$ cat src/design/jcs_pkg.sv
`timescale 1ns / 1ps
// ----------------------------------------------------------------------------
// jcs_pkg
// Shared widths, codes and word types of the joystick calibrate-and-scale block.
// ----------------------------------------------------------------------------
package jcs_pkg;

    localparam int SAMPLE_BITS = 12;
    // extremes and centre hold one more bit: highest resets to 2^SAMPLE_BITS
    localparam int EXT_BITS    = SAMPLE_BITS + 1;
    // len * 100 fits in SAMPLE_BITS + 7 bits
    localparam int DIV_BITS    = SAMPLE_BITS + 7;
    localparam int CNT_BITS    = $clog2(DIV_BITS + 1);

    localparam logic [2:0] MAX_SHIFT      = 3'd5;
    localparam logic [7:0] DEADBAND_RESET = 8'd15;
    localparam logic [6:0] EFFORT_FULL    = 7'd100;

    localparam logic [EXT_BITS-1:0] LOWEST_RESET  = '0;
    localparam logic [EXT_BITS-1:0] HIGHEST_RESET = EXT_BITS'(1) << SAMPLE_BITS;
    localparam logic [EXT_BITS-1:0] CENTRE_RESET  = EXT_BITS'(1) << (SAMPLE_BITS - 1);

    // register indexes on the config port
    localparam logic REG_DPI_SHIFT = 1'b0;
    localparam logic REG_DEADBAND  = 1'b1;

    // long press tally codes
    localparam logic [2:0] PRESS_START  = 3'd2;
    localparam logic [2:0] PRESS_CENTRE = 3'd3;
    localparam logic [2:0] PRESS_END    = 3'd5;

    typedef struct packed {
        logic [SAMPLE_BITS-1:0] x_sample;
        logic [SAMPLE_BITS-1:0] y_sample;
        logic                   long_press;
    } in_word_t;

    typedef struct packed {
        logic [5:0] cursor_x_low;
        logic [5:0] cursor_x_high;
        logic [5:0] cursor_y_low;
        logic [5:0] cursor_y_high;
        logic [6:0] effort_x_low;
        logic [6:0] effort_x_high;
        logic [6:0] effort_y_low;
        logic [6:0] effort_y_high;
        logic       calibrating;
        logic [2:0] press_count;
    } out_word_t;

    typedef struct packed {
        logic load_in;
        logic update;
        logic setup;
        logic div_step;
        logic load_out;
    } ctrl_cmd_t;

    typedef struct packed {
        logic [5:0] cursor_low;
        logic [5:0] cursor_high;
        logic [6:0] effort_low;
        logic [6:0] effort_high;
    } axis_result_t;

endpackage

$ cat src/design/jcs_divider.sv
`timescale 1ns / 1ps
// ----------------------------------------------------------------------------
// jcs_divider
// Restoring divider, one quotient bit per step; load sets operands.
// ----------------------------------------------------------------------------
module jcs_divider
(
    input  logic                         clk,
    input  logic                         load,
    input  logic                         step,
    input  logic [jcs_pkg::DIV_BITS-1:0] dividend,
    input  logic [jcs_pkg::EXT_BITS-1:0] divisor,
    output logic [jcs_pkg::DIV_BITS-1:0] quotient
);

    logic [jcs_pkg::EXT_BITS-1:0] rem_reg, rem_next;
    logic [jcs_pkg::DIV_BITS-1:0] quo_reg, quo_next;
    logic [jcs_pkg::EXT_BITS-1:0] divisor_reg;
    logic [jcs_pkg::EXT_BITS:0]   partial;
    logic [jcs_pkg::EXT_BITS:0]   diff;
    logic                         fits;

    always_comb
    begin
        partial  = {rem_reg, quo_reg[jcs_pkg::DIV_BITS-1]};
        diff     = partial - {1'b0, divisor_reg};
        fits     = partial >= {1'b0, divisor_reg};
        rem_next = fits ? diff[jcs_pkg::EXT_BITS-1:0] : partial[jcs_pkg::EXT_BITS-1:0];
        quo_next = {quo_reg[jcs_pkg::DIV_BITS-2:0], fits};
    end

    always_ff @(posedge clk)
    begin
        if (load)
        begin
            rem_reg     <= '0;
            quo_reg     <= dividend;
            divisor_reg <= divisor;
        end
        else if (step)
        begin
            rem_reg <= rem_next;
            quo_reg <= quo_next;
        end
    end

    assign quotient = quo_reg;

endmodule

$ cat src/design/jcs_axis.sv
`timescale 1ns / 1ps
// ----------------------------------------------------------------------------
// jcs_axis
// One axis: distance, range and deadband test, then cursor and effort
// scaling through two dividers.
// ----------------------------------------------------------------------------
module jcs_axis
(
    input  logic                            clk,
    input  logic                            setup,
    input  logic                            div_step,
    input  logic [jcs_pkg::SAMPLE_BITS-1:0] sample,
    input  logic [jcs_pkg::EXT_BITS-1:0]    lowest,
    input  logic [jcs_pkg::EXT_BITS-1:0]    highest,
    input  logic [jcs_pkg::EXT_BITS-1:0]    centre,
    input  logic [2:0]                      shift,
    input  logic [7:0]                      deadband,
    output jcs_pkg::axis_result_t           result
);

    logic [jcs_pkg::EXT_BITS-1:0] s_ext;
    logic                         low_side;
    logic [jcs_pkg::EXT_BITS-1:0] len;
    logic [jcs_pkg::EXT_BITS-1:0] range;
    logic [jcs_pkg::EXT_BITS-1:0] step_size;
    logic [jcs_pkg::DIV_BITS-1:0] len_x100;
    logic                         in_band;

    logic       low_side_reg;
    logic       in_band_reg;
    logic       step_zero_reg;
    logic       range_zero_reg;
    logic       len_zero_reg;
    logic [5:0] dpi_reg;

    logic [jcs_pkg::DIV_BITS-1:0] cur_q;
    logic [jcs_pkg::DIV_BITS-1:0] eff_q;
    logic [5:0]                   cursor;
    logic [6:0]                   effort;

    always_comb
    begin
        s_ext    = {1'b0, sample};
        low_side = s_ext < centre;
        len      = low_side ? (centre - s_ext) : (s_ext - centre);
        // a negative range counts as empty
        if (low_side)
            range = (centre > lowest) ? (centre - lowest) : '0;
        else
            range = (highest > centre) ? (highest - centre) : '0;
        step_size = range >> shift;
        in_band   = len <= {{(jcs_pkg::EXT_BITS-8){1'b0}}, deadband};
        len_x100  = jcs_pkg::DIV_BITS'(len) * jcs_pkg::DIV_BITS'(jcs_pkg::EFFORT_FULL);
    end

    always_ff @(posedge clk)
    begin
        if (setup)
        begin
            low_side_reg   <= low_side;
            in_band_reg    <= in_band;
            step_zero_reg  <= step_size == '0;
            range_zero_reg <= range == '0;
            len_zero_reg   <= len == '0;
            dpi_reg        <= 6'd1 << shift;
        end
    end

    jcs_divider u_cursor_div
    (
        .clk      (clk),
        .load     (setup),
        .step     (div_step),
        .dividend (jcs_pkg::DIV_BITS'(len)),
        .divisor  (step_size),
        .quotient (cur_q)
    );

    jcs_divider u_effort_div
    (
        .clk      (clk),
        .load     (setup),
        .step     (div_step),
        .dividend (len_x100),
        .divisor  (range),
        .quotient (eff_q)
    );

    always_comb
    begin
        if (step_zero_reg || (cur_q >= jcs_pkg::DIV_BITS'(dpi_reg)))
            cursor = dpi_reg;
        else
            cursor = cur_q[5:0] + 6'd1;

        if (range_zero_reg)
            effort = len_zero_reg ? 7'd0 : jcs_pkg::EFFORT_FULL;
        else if (eff_q > jcs_pkg::DIV_BITS'(jcs_pkg::EFFORT_FULL))
            effort = jcs_pkg::EFFORT_FULL;
        else
            effort = eff_q[6:0];

        result.cursor_low  = (low_side_reg && !in_band_reg) ? cursor : 6'd0;
        result.cursor_high = (!low_side_reg && !in_band_reg) ? cursor : 6'd0;
        result.effort_low  = low_side_reg ? effort : 7'd0;
        result.effort_high = low_side_reg ? 7'd0 : effort;
    end

endmodule

$ cat src/design/jcs_datapath.sv
`timescale 1ns / 1ps
// ----------------------------------------------------------------------------
// jcs_datapath
// Config registers, calibration state, both axes and the output word.
// ----------------------------------------------------------------------------
module jcs_datapath
(
    input  logic               clk,
    input  logic               rst_n,
    input  jcs_pkg::ctrl_cmd_t cmd,
    input  jcs_pkg::in_word_t  in_data,
    input  logic               cfg_we,
    input  logic               cfg_index,
    input  logic [7:0]         cfg_data,
    output jcs_pkg::out_word_t out_data
);

    localparam int EB = jcs_pkg::EXT_BITS;

    logic [2:0] dpi_shift_reg;
    logic [7:0] deadband_reg;

    jcs_pkg::in_word_t  in_reg;
    jcs_pkg::out_word_t out_reg;

    logic [EB-1:0] x_lowest_reg, x_lowest_next;
    logic [EB-1:0] x_highest_reg, x_highest_next;
    logic [EB-1:0] x_centre_reg, x_centre_next;
    logic [EB-1:0] y_lowest_reg, y_lowest_next;
    logic [EB-1:0] y_highest_reg, y_highest_next;
    logic [EB-1:0] y_centre_reg, y_centre_next;
    logic [2:0]    tally_reg, tally_next;
    logic          calib_reg, calib_next;

    logic [EB-1:0] xs;
    logic [EB-1:0] ys;
    logic [2:0]    shift;

    jcs_pkg::axis_result_t x_res;
    jcs_pkg::axis_result_t y_res;

    always_ff @(posedge clk or negedge rst_n)
    begin
        if (!rst_n)
        begin
            dpi_shift_reg <= '0;
            deadband_reg  <= jcs_pkg::DEADBAND_RESET;
        end
        else if (cfg_we)
        begin
            case (cfg_index)
                jcs_pkg::REG_DPI_SHIFT: dpi_shift_reg <= cfg_data[2:0];
                jcs_pkg::REG_DEADBAND:  deadband_reg  <= cfg_data;
                default: ;
            endcase
        end
    end

    always_ff @(posedge clk)
    begin
        if (cmd.load_in)
            in_reg <= in_data;
    end

    assign xs    = {1'b0, in_reg.x_sample};
    assign ys    = {1'b0, in_reg.y_sample};
    assign shift = (dpi_shift_reg > jcs_pkg::MAX_SHIFT) ? jcs_pkg::MAX_SHIFT : dpi_shift_reg;

    // press handling first, then widening with the updated extremes
    always_comb
    begin
        x_lowest_next  = x_lowest_reg;
        x_highest_next = x_highest_reg;
        x_centre_next  = x_centre_reg;
        y_lowest_next  = y_lowest_reg;
        y_highest_next = y_highest_reg;
        y_centre_next  = y_centre_reg;
        tally_next     = tally_reg;
        calib_next     = calib_reg;

        if (in_reg.long_press)
        begin
            tally_next = tally_reg + 3'd1;
            if (tally_next == jcs_pkg::PRESS_START)
            begin
                calib_next     = 1'b1;
                x_lowest_next  = xs;
                x_highest_next = xs;
                y_lowest_next  = ys;
                y_highest_next = ys;
            end
            if (tally_next == jcs_pkg::PRESS_CENTRE)
            begin
                x_centre_next = xs;
                y_centre_next = ys;
            end
            if (tally_next == jcs_pkg::PRESS_END)
            begin
                calib_next = 1'b0;
                tally_next = 3'd0;
            end
        end

        if (calib_next)
        begin
            if (xs < x_lowest_next)  x_lowest_next  = xs;
            if (xs > x_highest_next) x_highest_next = xs;
            if (ys < y_lowest_next)  y_lowest_next  = ys;
            if (ys > y_highest_next) y_highest_next = ys;
        end
    end

    always_ff @(posedge clk or negedge rst_n)
    begin
        if (!rst_n)
        begin
            x_lowest_reg  <= jcs_pkg::LOWEST_RESET;
            x_highest_reg <= jcs_pkg::HIGHEST_RESET;
            x_centre_reg  <= jcs_pkg::CENTRE_RESET;
            y_lowest_reg  <= jcs_pkg::LOWEST_RESET;
            y_highest_reg <= jcs_pkg::HIGHEST_RESET;
            y_centre_reg  <= jcs_pkg::CENTRE_RESET;
            tally_reg     <= '0;
            calib_reg     <= 1'b0;
        end
        else if (cmd.update)
        begin
            x_lowest_reg  <= x_lowest_next;
            x_highest_reg <= x_highest_next;
            x_centre_reg  <= x_centre_next;
            y_lowest_reg  <= y_lowest_next;
            y_highest_reg <= y_highest_next;
            y_centre_reg  <= y_centre_next;
            tally_reg     <= tally_next;
            calib_reg     <= calib_next;
        end
    end

    jcs_axis u_x_axis
    (
        .clk      (clk),
        .setup    (cmd.setup),
        .div_step (cmd.div_step),
        .sample   (in_reg.x_sample),
        .lowest   (x_lowest_reg),
        .highest  (x_highest_reg),
        .centre   (x_centre_reg),
        .shift    (shift),
        .deadband (deadband_reg),
        .result   (x_res)
    );

    jcs_axis u_y_axis
    (
        .clk      (clk),
        .setup    (cmd.setup),
        .div_step (cmd.div_step),
        .sample   (in_reg.y_sample),
        .lowest   (y_lowest_reg),
        .highest  (y_highest_reg),
        .centre   (y_centre_reg),
        .shift    (shift),
        .deadband (deadband_reg),
        .result   (y_res)
    );

    always_ff @(posedge clk)
    begin
        if (cmd.load_out)
        begin
            out_reg.cursor_x_low  <= x_res.cursor_low;
            out_reg.cursor_x_high <= x_res.cursor_high;
            out_reg.cursor_y_low  <= y_res.cursor_low;
            out_reg.cursor_y_high <= y_res.cursor_high;
            out_reg.effort_x_low  <= x_res.effort_low;
            out_reg.effort_x_high <= x_res.effort_high;
            out_reg.effort_y_low  <= y_res.effort_low;
            out_reg.effort_y_high <= y_res.effort_high;
            out_reg.calibrating   <= calib_reg;
            out_reg.press_count   <= tally_reg;
        end
    end

    assign out_data = out_reg;

endmodule

$ cat src/design/jcs_ctrl.sv
`timescale 1ns / 1ps
// ----------------------------------------------------------------------------
// jcs_ctrl
// Sequencer: take a word, update state, run the dividers, post the result.
// ----------------------------------------------------------------------------
module jcs_ctrl
(
    input  logic               clk,
    input  logic               rst_n,
    input  logic               in_valid,
    output logic               in_stall,
    output logic               out_valid,
    input  logic               out_stall,
    output jcs_pkg::ctrl_cmd_t cmd
);

    localparam logic [2:0] ST_IDLE   = 3'd0;
    localparam logic [2:0] ST_UPDATE = 3'd1;
    localparam logic [2:0] ST_SETUP  = 3'd2;
    localparam logic [2:0] ST_DIVIDE = 3'd3;
    localparam logic [2:0] ST_FINISH = 3'd4;

    localparam logic [jcs_pkg::CNT_BITS-1:0] LAST_STEP =
        jcs_pkg::CNT_BITS'(jcs_pkg::DIV_BITS - 1);

    logic [2:0]                  state_reg, state_next;
    logic [jcs_pkg::CNT_BITS-1:0] count_reg, count_next;
    logic                        out_valid_reg, out_valid_next;
    logic                        out_free;

    assign out_free = !out_valid_reg || !out_stall;
    assign in_stall = state_reg != ST_IDLE;

    always_comb
    begin
        state_next     = state_reg;
        count_next     = count_reg;
        out_valid_next = out_valid_reg && out_stall;
        cmd            = '0;

        case (state_reg)
            ST_IDLE:
            begin
                if (in_valid)
                begin
                    cmd.load_in = 1'b1;
                    state_next  = ST_UPDATE;
                end
            end
            ST_UPDATE:
            begin
                cmd.update = 1'b1;
                state_next = ST_SETUP;
            end
            ST_SETUP:
            begin
                cmd.setup  = 1'b1;
                count_next = '0;
                state_next = ST_DIVIDE;
            end
            ST_DIVIDE:
            begin
                cmd.div_step = 1'b1;
                count_next   = count_reg + jcs_pkg::CNT_BITS'(1);
                if (count_reg == LAST_STEP)
                    state_next = ST_FINISH;
            end
            ST_FINISH:
            begin
                // hold until the previous word has left
                if (out_free)
                begin
                    cmd.load_out   = 1'b1;
                    out_valid_next = 1'b1;
                    state_next     = ST_IDLE;
                end
            end
            default:
            begin
                state_next = ST_IDLE;
            end
        endcase
    end

    always_ff @(posedge clk or negedge rst_n)
    begin
        if (!rst_n)
        begin
            state_reg     <= ST_IDLE;
            count_reg     <= '0;
            out_valid_reg <= 1'b0;
        end
        else
        begin
            state_reg     <= state_next;
            count_reg     <= count_next;
            out_valid_reg <= out_valid_next;
        end
    end

    assign out_valid = out_valid_reg;

endmodule

$ cat src/design/joystick_calibrate_and_scale.sv
`timescale 1ns / 1ps
// ----------------------------------------------------------------------------
// joystick_calibrate_and_scale
// Steps from input accept to output word: state update, setup, SAMPLE_BITS+7 =
// 19 bit-serial divider steps, finish. in_stall stays high until the finish
// step posts the word, so no new word is taken while one is in work; a waiting
// output word holds only the finish step. Reset clears calibration to full
// range, centre at mid scale, dpi_shift 0, deadband 15.
// ----------------------------------------------------------------------------
module joystick_calibrate_and_scale
(
    input  logic               clk,
    input  logic               rst_n,
    input  logic               in_valid,
    output logic               in_stall,
    input  jcs_pkg::in_word_t  in_data,
    output logic               out_valid,
    input  logic               out_stall,
    output jcs_pkg::out_word_t out_data,
    input  logic               cfg_we,
    input  logic               cfg_index,
    input  logic [7:0]         cfg_data
);

    jcs_pkg::ctrl_cmd_t cmd;

    jcs_ctrl u_ctrl
    (
        .clk       (clk),
        .rst_n     (rst_n),
        .in_valid  (in_valid),
        .in_stall  (in_stall),
        .out_valid (out_valid),
        .out_stall (out_stall),
        .cmd       (cmd)
    );

    jcs_datapath u_datapath
    (
        .clk       (clk),
        .rst_n     (rst_n),
        .cmd       (cmd),
        .in_data   (in_data),
        .cfg_we    (cfg_we),
        .cfg_index (cfg_index),
        .cfg_data  (cfg_data),
        .out_data  (out_data)
    );

endmodule
$ cat config.mk
export PLATFORM = sky130hd
export DESIGN_NAME = joystick_calibrate_and_scale
export DESIGN_NICKNAME = d
export VERILOG_FILES = /design/src/design/jcs_pkg.sv /design/src/design/jcs_divider.sv /design/src/design/jcs_axis.sv /design/src/design/jcs_datapath.sv /design/src/design/jcs_ctrl.sv /design/src/design/joystick_calibrate_and_scale.sv
export SDC_FILE = /design/constraint.sdc
export NUM_CORES = 1
export LEC_CHECK = 0
export BUFFER_PORTS_ARGS = -buffer_cell sky130_fd_sc_hd__buf_2
export CAP_MARGIN = 10
export CORE_MARGIN = 2
export CORE_UTILIZATION = 42
export CTS_BUF_LIST = sky130_fd_sc_hd__clkbuf_4 sky130_fd_sc_hd__clkbuf_8 sky130_fd_sc_hd__clkbuf_16
export CTS_CLUSTER_SIZE = 20
export DETAILED_ROUTE_END_ITERATION = 16
export HOLD_SLACK_MARGIN = 0.15
export PLACE_DENSITY = 0.59
export SYNTH_ARGS = -nofsm -noshare
export SYNTH_HDL_FRONTEND = slang
export SYNTH_SLANG_ARGS = --single-unit
export TNS_END_PERCENT = 20
$ cat constraint.sdc
create_clock -name clk -period 6.85 [get_ports clk]
set_clock_uncertainty 0.05 [all_clocks]
set_input_delay 0.3425 -clock clk [delete_from_list [all_inputs] [get_ports clk]]
set_output_delay 0.3425 -clock clk [all_outputs]
set_load 0.005 [all_outputs]
# After elaboration in Yosys (flattened, before gate mapping)
# Index checks and enable logic that the tools add are counted.
classes:
  addsub: 16
  order_cmp: 21
  eq_ne: 11
  div: 0
  n_shift: 3
  n_reduce_logical: 29
  n_mux: 63
  n_mul: 2
  bitwise: 1
ops:
  columns: ["cell", "count"]
  rows:
  - ["2-to-1 mux 13 bit", 32]
  - ["zero test 13 bit", 6]
  - ["2-to-1 mux 19 bit", 4]
  - [">= comparator 14 x 13 -> 1 bit", 4]
  - ["greater-than comparator 12 x 13 -> 1 bit", 4]
  - ["subtractor 12 x 12 -> 13 bit", 4]
  - ["subtractor 13 bit", 4]
  - ["2-to-1 mux 7 bit", 6]
  - [">= comparator 19 x 6 -> 1 bit", 2]
  - ["greater-than comparator 19 x 7 -> 1 bit (second input constant)", 2]
  - ["multiplier 13 x 5 -> 17 bit (second input constant)", 2]
  - ["greater-than comparator 13 x 12 -> 1 bit", 2]
  - ["<= comparator 13 x 8 -> 1 bit", 2]
  - ["< comparator 12 x 13 -> 1 bit", 2]
  - [">> shifter 13 x 3 -> 13 bit", 2]
  - ["subtractor 12 x 13 -> 13 bit", 2]
  - ["subtractor 13 x 12 -> 13 bit", 2]
  - ["< comparator 12 bit", 2]
  - ["2-to-1 mux 3 bit", 5]
  - ["case mux 3 bit (5 select lines)", 1]
  - ["adder 6 x 1 -> 6 bit (second input constant)", 2]
  - ["== test 3 x 2 -> 1 bit (second input constant)", 4]
  - ["2-to-1 mux 1 bit", 12]
  - ["2-to-1 mux 6 bit", 2]
  - ["other kinds (19)", 36]
word_totals:
  n_memories: 0
  latch_bits: 0
  ram_bits: 0
  rom_bits: 0
  input_bits: 39
  ff_bits: 377
  wordCells: 199
  output_inout_bits: 58

# Logic depth before layout (Yosys ltp)
logic_depth:
  depth_word: 7
  ltp_mapped: 29

# By module
# A second synthesis with hierarchy kept.
hier_totals:
  hier_cells: 3123
  hier_area_um2: 30052.6
by_module_without_submodules:
  columns: ["module", "cells_each", "area_per_inst_um2", "instances", "seq_area_each_um2"]
  rows:
  - ["jcs_datapath", 707, 8374.3, 1, 4719.5]
  - ["jcs_divider at u_datapath.u_x_axis.u_effort_div ...", 229, 2562.5, 3, 1221.2]
  - ["jcs_axis at u_datapath.u_y_axis", 743, 5507.8, 1, 330.3]
  - ["jcs_axis at u_datapath.u_x_axis", 714, 5467.7, 1, 330.3]
  - ["jcs_divider at u_datapath.u_x_axis.u_cursor_div", 216, 2521.2, 1, 1221.2]
  - ["jcs_ctrl", 56, 494.2, 1, 225.2]

# Worst setup path before layout
# No wires, ideal clock.
synth_timing:
  path_type: "register -> register"
  startpoint: "register u_datapath.y_centre_reg[11]"
  endpoint: "register u_datapath.u_y_axis.u_effort_div.quo_reg, in the netlist u_datapath.u_y_axis.u_effort_div.quotient[18], data pin"
  arrival_time_ns: 5.638
  t_required_ns: 6.533
  path_stages_with_launch: 28
  setup_slack_ns: 0.895
  path_cell_list: "dfstp_2 > inv_1 > ha_1 > and2_1 > a221oi_1 > and2_1 > clkbuf_2 > nand2_1 > buf_2 > o21ai_1 > xor2_1 > inv_1 > ha_1 > ha_1 > inv_1 > fa_1 > inv_1 > ha_1 > a21o_1 > a21oi_1 > o21bai_1 > a21oi_1 > nor2b_1 > o21a_1 > o31a_1 > o41ai_1 > xnor2_1 > o21ai_0"
synth_between:
  elab_chain_cells: 4
  elab_cells_between_ends: 6
synth_lines:
  columns: ["element", "line_no", "rtl"]
  rows:
  - ["start, declared", "jcs_datapath.sv:31", "logic [EB-1:0] y_centre_reg, y_centre_next;"]
  - ["start signal, assigned", "jcs_datapath.sv:122", "y_centre_reg <= jcs_pkg::CENTRE_RESET;"]
  - ["start signal, assigned", "jcs_datapath.sv:133", "y_centre_reg <= y_centre_next;"]
  - ["subtractor 12 x 12 -> 13 bit / < comparator 12 bit (equally long branches)", "jcs_axis.sv:45, jcs_axis.sv:44", null]
  - ["2-to-1 mux 13 bit (*)", "jcs_axis.sv:45", "len = low_side ? (centre - s_ext) : (s_ext - centre);"]
  - ["multiplier 13 x 5 -> 17 bit (*)", "jcs_axis.sv:53", "len_x100 = jcs_pkg::DIV_BITS'(len) * jcs_pkg::DIV_BITS'(jcs_pkg::EFFORT_FULL);"]
  - ["2-to-1 mux 19 bit (*)", "jcs_divider.sv:34", "if (load)"]
  - ["end signal, assigned", "jcs_divider.sv:37", "quo_reg <= dividend;"]
  - ["end signal, assigned", "jcs_divider.sv:43", "quo_reg <= quo_next;"]
  - ["end, declared", "jcs_divider.sv:17", "logic [jcs_pkg::DIV_BITS-1:0] quo_reg, quo_next;"]
# Every way passes the cells marked *; elsewhere a longest branch is shown, timed or not.
# A chain may end at the register's enable or synchronous reset.

# Worst setup path in the final report
layout_timing:
  startpoint: "register u_datapath.in_reg[21] (netlist bit)"
  endpoint: "register u_datapath.u_x_axis.u_effort_div.quo_reg, in the netlist u_datapath.u_x_axis.u_effort_div.quotient[18], data pin"
layout_between:
  elab_chain_cells: 4
  elab_cells_between_ends: 6
layout_lines:
  columns: ["element", "line_no", "rtl"]
  rows:
  - ["start, declared", "jcs_datapath.sv:23", "jcs_pkg::in_word_t in_reg;"]
  - ["start signal, assigned", "jcs_datapath.sv:62", "in_reg <= in_data;"]
  - ["subtractor 12 x 12 -> 13 bit / < comparator 12 bit (equally long branches)", "jcs_axis.sv:45, jcs_axis.sv:44", null]
  - ["2-to-1 mux 13 bit (*)", "jcs_axis.sv:45", null]
  - ["multiplier 13 x 5 -> 17 bit (*)", "jcs_axis.sv:53", null]
  - ["2-to-1 mux 19 bit (*)", "jcs_divider.sv:34", null]
  - ["end signal, assigned", "jcs_divider.sv:37", null]
  - ["end signal, assigned", "jcs_divider.sv:43", null]
  - ["end, declared", "jcs_divider.sv:17", null]
# Marks and branches as above.

==> flow_summary.json <==
{
  "totalWireLength_um": 76800,
  "coreArea_um2": 64700,
  "finalInstanceArea_um2": 31200,
  "synth-edff-count": 209,
  "io_buffers": 96,
  "clkSlewWorstSetupHoldPaths_ps": 60,
  "yosys_warnings": 0,
  "postCtsSetupBuffers": 0,
  "insertion_delay_ps": 590,
  "cap_violations": 0,
  "slew_headroom_pct": 31.6,
  "busiest_layer": "met2",
  "use_met3_pct": 2.80,
  "vias_per_cell": 5.60,
  "die_h_um": 260,
  "via_count": 22300,
  "cts_buffers": 45,
  "tightest_slew_ps": 1030,
  "fp-row-count": 93,
  "overflow": 0,
  "ant_nets": 0,
  "worst_path_dominant_cell_family": "compound AO/OA/AOI/OAI gates",
  "min_period_ps": 6510,
  "finalCritPeriodShare_pct": 95.1,
  "fin_tns_setup_ps": 0,
  "leakagePower_nw": 13.8,
  "grt_usage_pct": 22.5,
  "met1_usage_pct": 32.1,
  "yosys.area.top_type_share_pct": 22.8,
  "ys_async_sr_fraction_pct": 26.5,
  "io_pins": 97,
  "grt_max_degree": 71,
  "drt_iter0_drc": 1558,
  "drv_slew": 0,
  "drive_above_1_share_pct": 10.7,
  "grt_antenna_before_repair": 1,
  "yosysSeqAreaShare_pct": 36.8,
  "clk_path_buf_depth": 3,
  "yosys.cell_types.count": 93,
  "cpMostUsedCell": "ha_1",
  "root_buffer": "clkbuf_16",
  "first_pass_iters": 5,
  "htree_num_levels": 2,
  "syn-num-nets": 3348,
  "dieWidth_um": 260,
  "area_growth_syn_to_layout_pct": 13.0,
  "place.gp.congestion": 0.928,
  "hp-class": "in -> async",
  "grt_setup_unrepaired": "false",
  "dpl_cell_area_um2": 29200,
  "fmax_mhz": 154,
  "syn_inst": 2957,
  "path_cells": "ha_1 -> a211oi_2 -> o211ai_1 -> o21a_1 -> nor2_2 -> mux2_2 -> a2111oi_0 -> a21oi_1 -> xnor2_1 -> inv_1 -> ha_1 -> ha_1 -> inv_1 -> fa_1 -> inv_1 -> ha_1 -> nor2b_1 -> o21a_1 -> o31a_1 -> o41ai_1 -> xnor2_1 -> o21ai_0",
  "post-route-drc-count": 0,
  "synth-seq-cells": 377,
  "run_status": "complete, no violations",
  "endpoint_kind": "register",
  "synth.largest_area_cell": "edfxtp_1",
  "cp_num_buf_inv": 3,
  "cp_max_fo": 9,
  "critPathSlowestCell": "fa_1",
  "netlist_area_um2": 27600,
  "finalHoldViolCount": 0,
  "arrival_ps": 6790,
  "yosys-top-cells-area": "edfxtp_1 (23%), ha_1 (15%), dfrtp_1 (8.3%), dfxtp_1 (4.9%), mux2i_1 (4.1%)",
  "worst_ep_required_time_ps": 7120,
  "p_per_area_nw_per_um2": 516,
  "use_met2_pct": 35.0,
  "wire_per_inst_um": 19.2,
  "grt_pass1_vias": 21500,
  "setup_viol": 0,
  "largest_register_ffs": 56,
  "finalNetCount": 3489,
  "avgSynthCellArea_um2": 9.33,
  "grt_first_pass_wirelength_um": 120000,
  "path_class": "reg -> reg",
  "worst_setup_path_start_kind": "register",
  "cts_tree": "done",
  "critical-path-max-stage-delay_ps": 520,
  "vdd_drop_max_mv": 0.205,
  "num_antenna_cells": 0,
  "dp_hpwl_um": 59700,
  "cts.sinks": 377,
  "start_util_pct": 42.6,
  "die_area_um2": 67700,
  "synth_ff_type": "edfxtp_1"
}
metal layers:
metal / routed length (um) / vias up
met5: 0 / -
met4: 2880 / 0
met3: 4600 / 137
met2: 33200 / 663
met1: 36100 / 10600
li1: - / 10900
worst paths after layout:
kind | from | end | slack [ps] | cells past startpoint
hold / removal | rst_n | u_datapath.y_highest_reg[9] | 180 | 2
hold reg to reg | u_datapath.u_y_axis.u_effort_div.rem_reg[12] | u_datapath.u_y_axis.u_effort_div.rem_reg[12] | 400 | 2
max in group asynchronous | rst_n | u_ctrl.state_reg[0] | 5150 | 3
setup reg to reg | u_datapath.in_reg[21] | u_datapath.u_x_axis.u_effort_div.quotient[18] | 340 | 22
min in group clk | u_datapath.u_y_axis.u_effort_div.rem_reg[12] | u_datapath.u_y_axis.u_effort_div.rem_reg[12] | 400 | 2
setup / recovery | u_datapath.in_reg[21] | u_datapath.u_x_axis.u_effort_div.quotient[18] | 340 | 22
metrics by stage:
stage	setup slack [ps]	cells	utilization, %	hold WS [ps]	power (W)
floorplan	895	2957	-	-3.09	0.0111
global placement	463	3864	45.2	259	0.0134
detailed placement	147	3864	45.2	262	0.0136
CTS	133	3989	48.1	162	0.0161
global route	14.0	3989	48.2	211	0.0175
finish	336	3989	48.2	185	0.0161
synthesized netlist by cell type, drive strengths merged (11+ instances only):
master,n
edfxtp,209
nand2b,25
o41ai,11
xnor2,70
nand3,84
nor3,66
or2,16
nand4,38
mux2,39
a21oi,169
dfrtp,92
a31oi,14
o21a,40
o311ai,16
o21bai,20
clkbuf,66
buf,28
o211ai,23
and2,29
nor2b,34
nand2,236
a21o,52
o31ai,12
fa,28
dfxtp,68
ha,324
xor2,50
mux2i,112
inv,301
nor2,219
o21ai,219
and3,26
a22o,20
a211oi,26
nor4,22
power breakdown:
| part | internal (W) | switching, W | total (W) |
|---|---|---|---|
| clock network | 0.00140 | 0.000993 | 0.00240 |
| registers | 0.00340 | 0.000565 | 0.00396 |
| logic | 0.00406 | 0.00567 | 0.00972 |
| total | 0.00886 | 0.00722 | 0.0161 |
cells in the final DEF (no fill, tap or decap), types with 33 or more instances in the layout:
master,instances
dfrtp_1,91
o21ai_0,213
mux2_2,38
nor2_1,217
nand3_1,83
edfxtp_1,209
nand4_1,38
xor2_1,49
ha_1,323
mux2i_1,112
dlygate4sd3_1,42
a21oi_1,167
buf_2,95
nor2b_1,33
nor3_1,63
a21o_1,52
dfxtp_1,68
buf_4,50
o21a_1,40
xnor2_1,69
nand2_1,235
inv_1,298
clkbuf_16,46
kinds of logic (layout without fill, tap and decap cells):
family,after synthesis,count (layout),share of synthesized area (%)
adders and majority gates,352,352,16.7
and+or+nand+nor,833,833,14.4
DFF,377,377,36.8
AOI/OAI and AO/OA,725,725,17.0
buffers and inverters,397,574,5.49
muxes,153,153,5.83
xor gates and xnor gates,120,120,3.81
timing repair:
| action | CTS | global route |
|---|---|---|
| gates resized for setup | 0 | 8 |
| endpoints found under the hold margin | 69 | 0 |
| endpoints found under the setup margin | 0 | 5 |
| hold buffers | 42 | 0 |
layout make-up:
cell class	instances	area, um^2
multi-input combinational	2183	16000
timing repair buffer	188	1290
fill	6156	33500
tap	855	1070
clock buffer	63	1290
sequential	377	10200
clock inverter	20	189
inverter	303	1140
No activity file was read; power rests on OpenSTA's default activity.
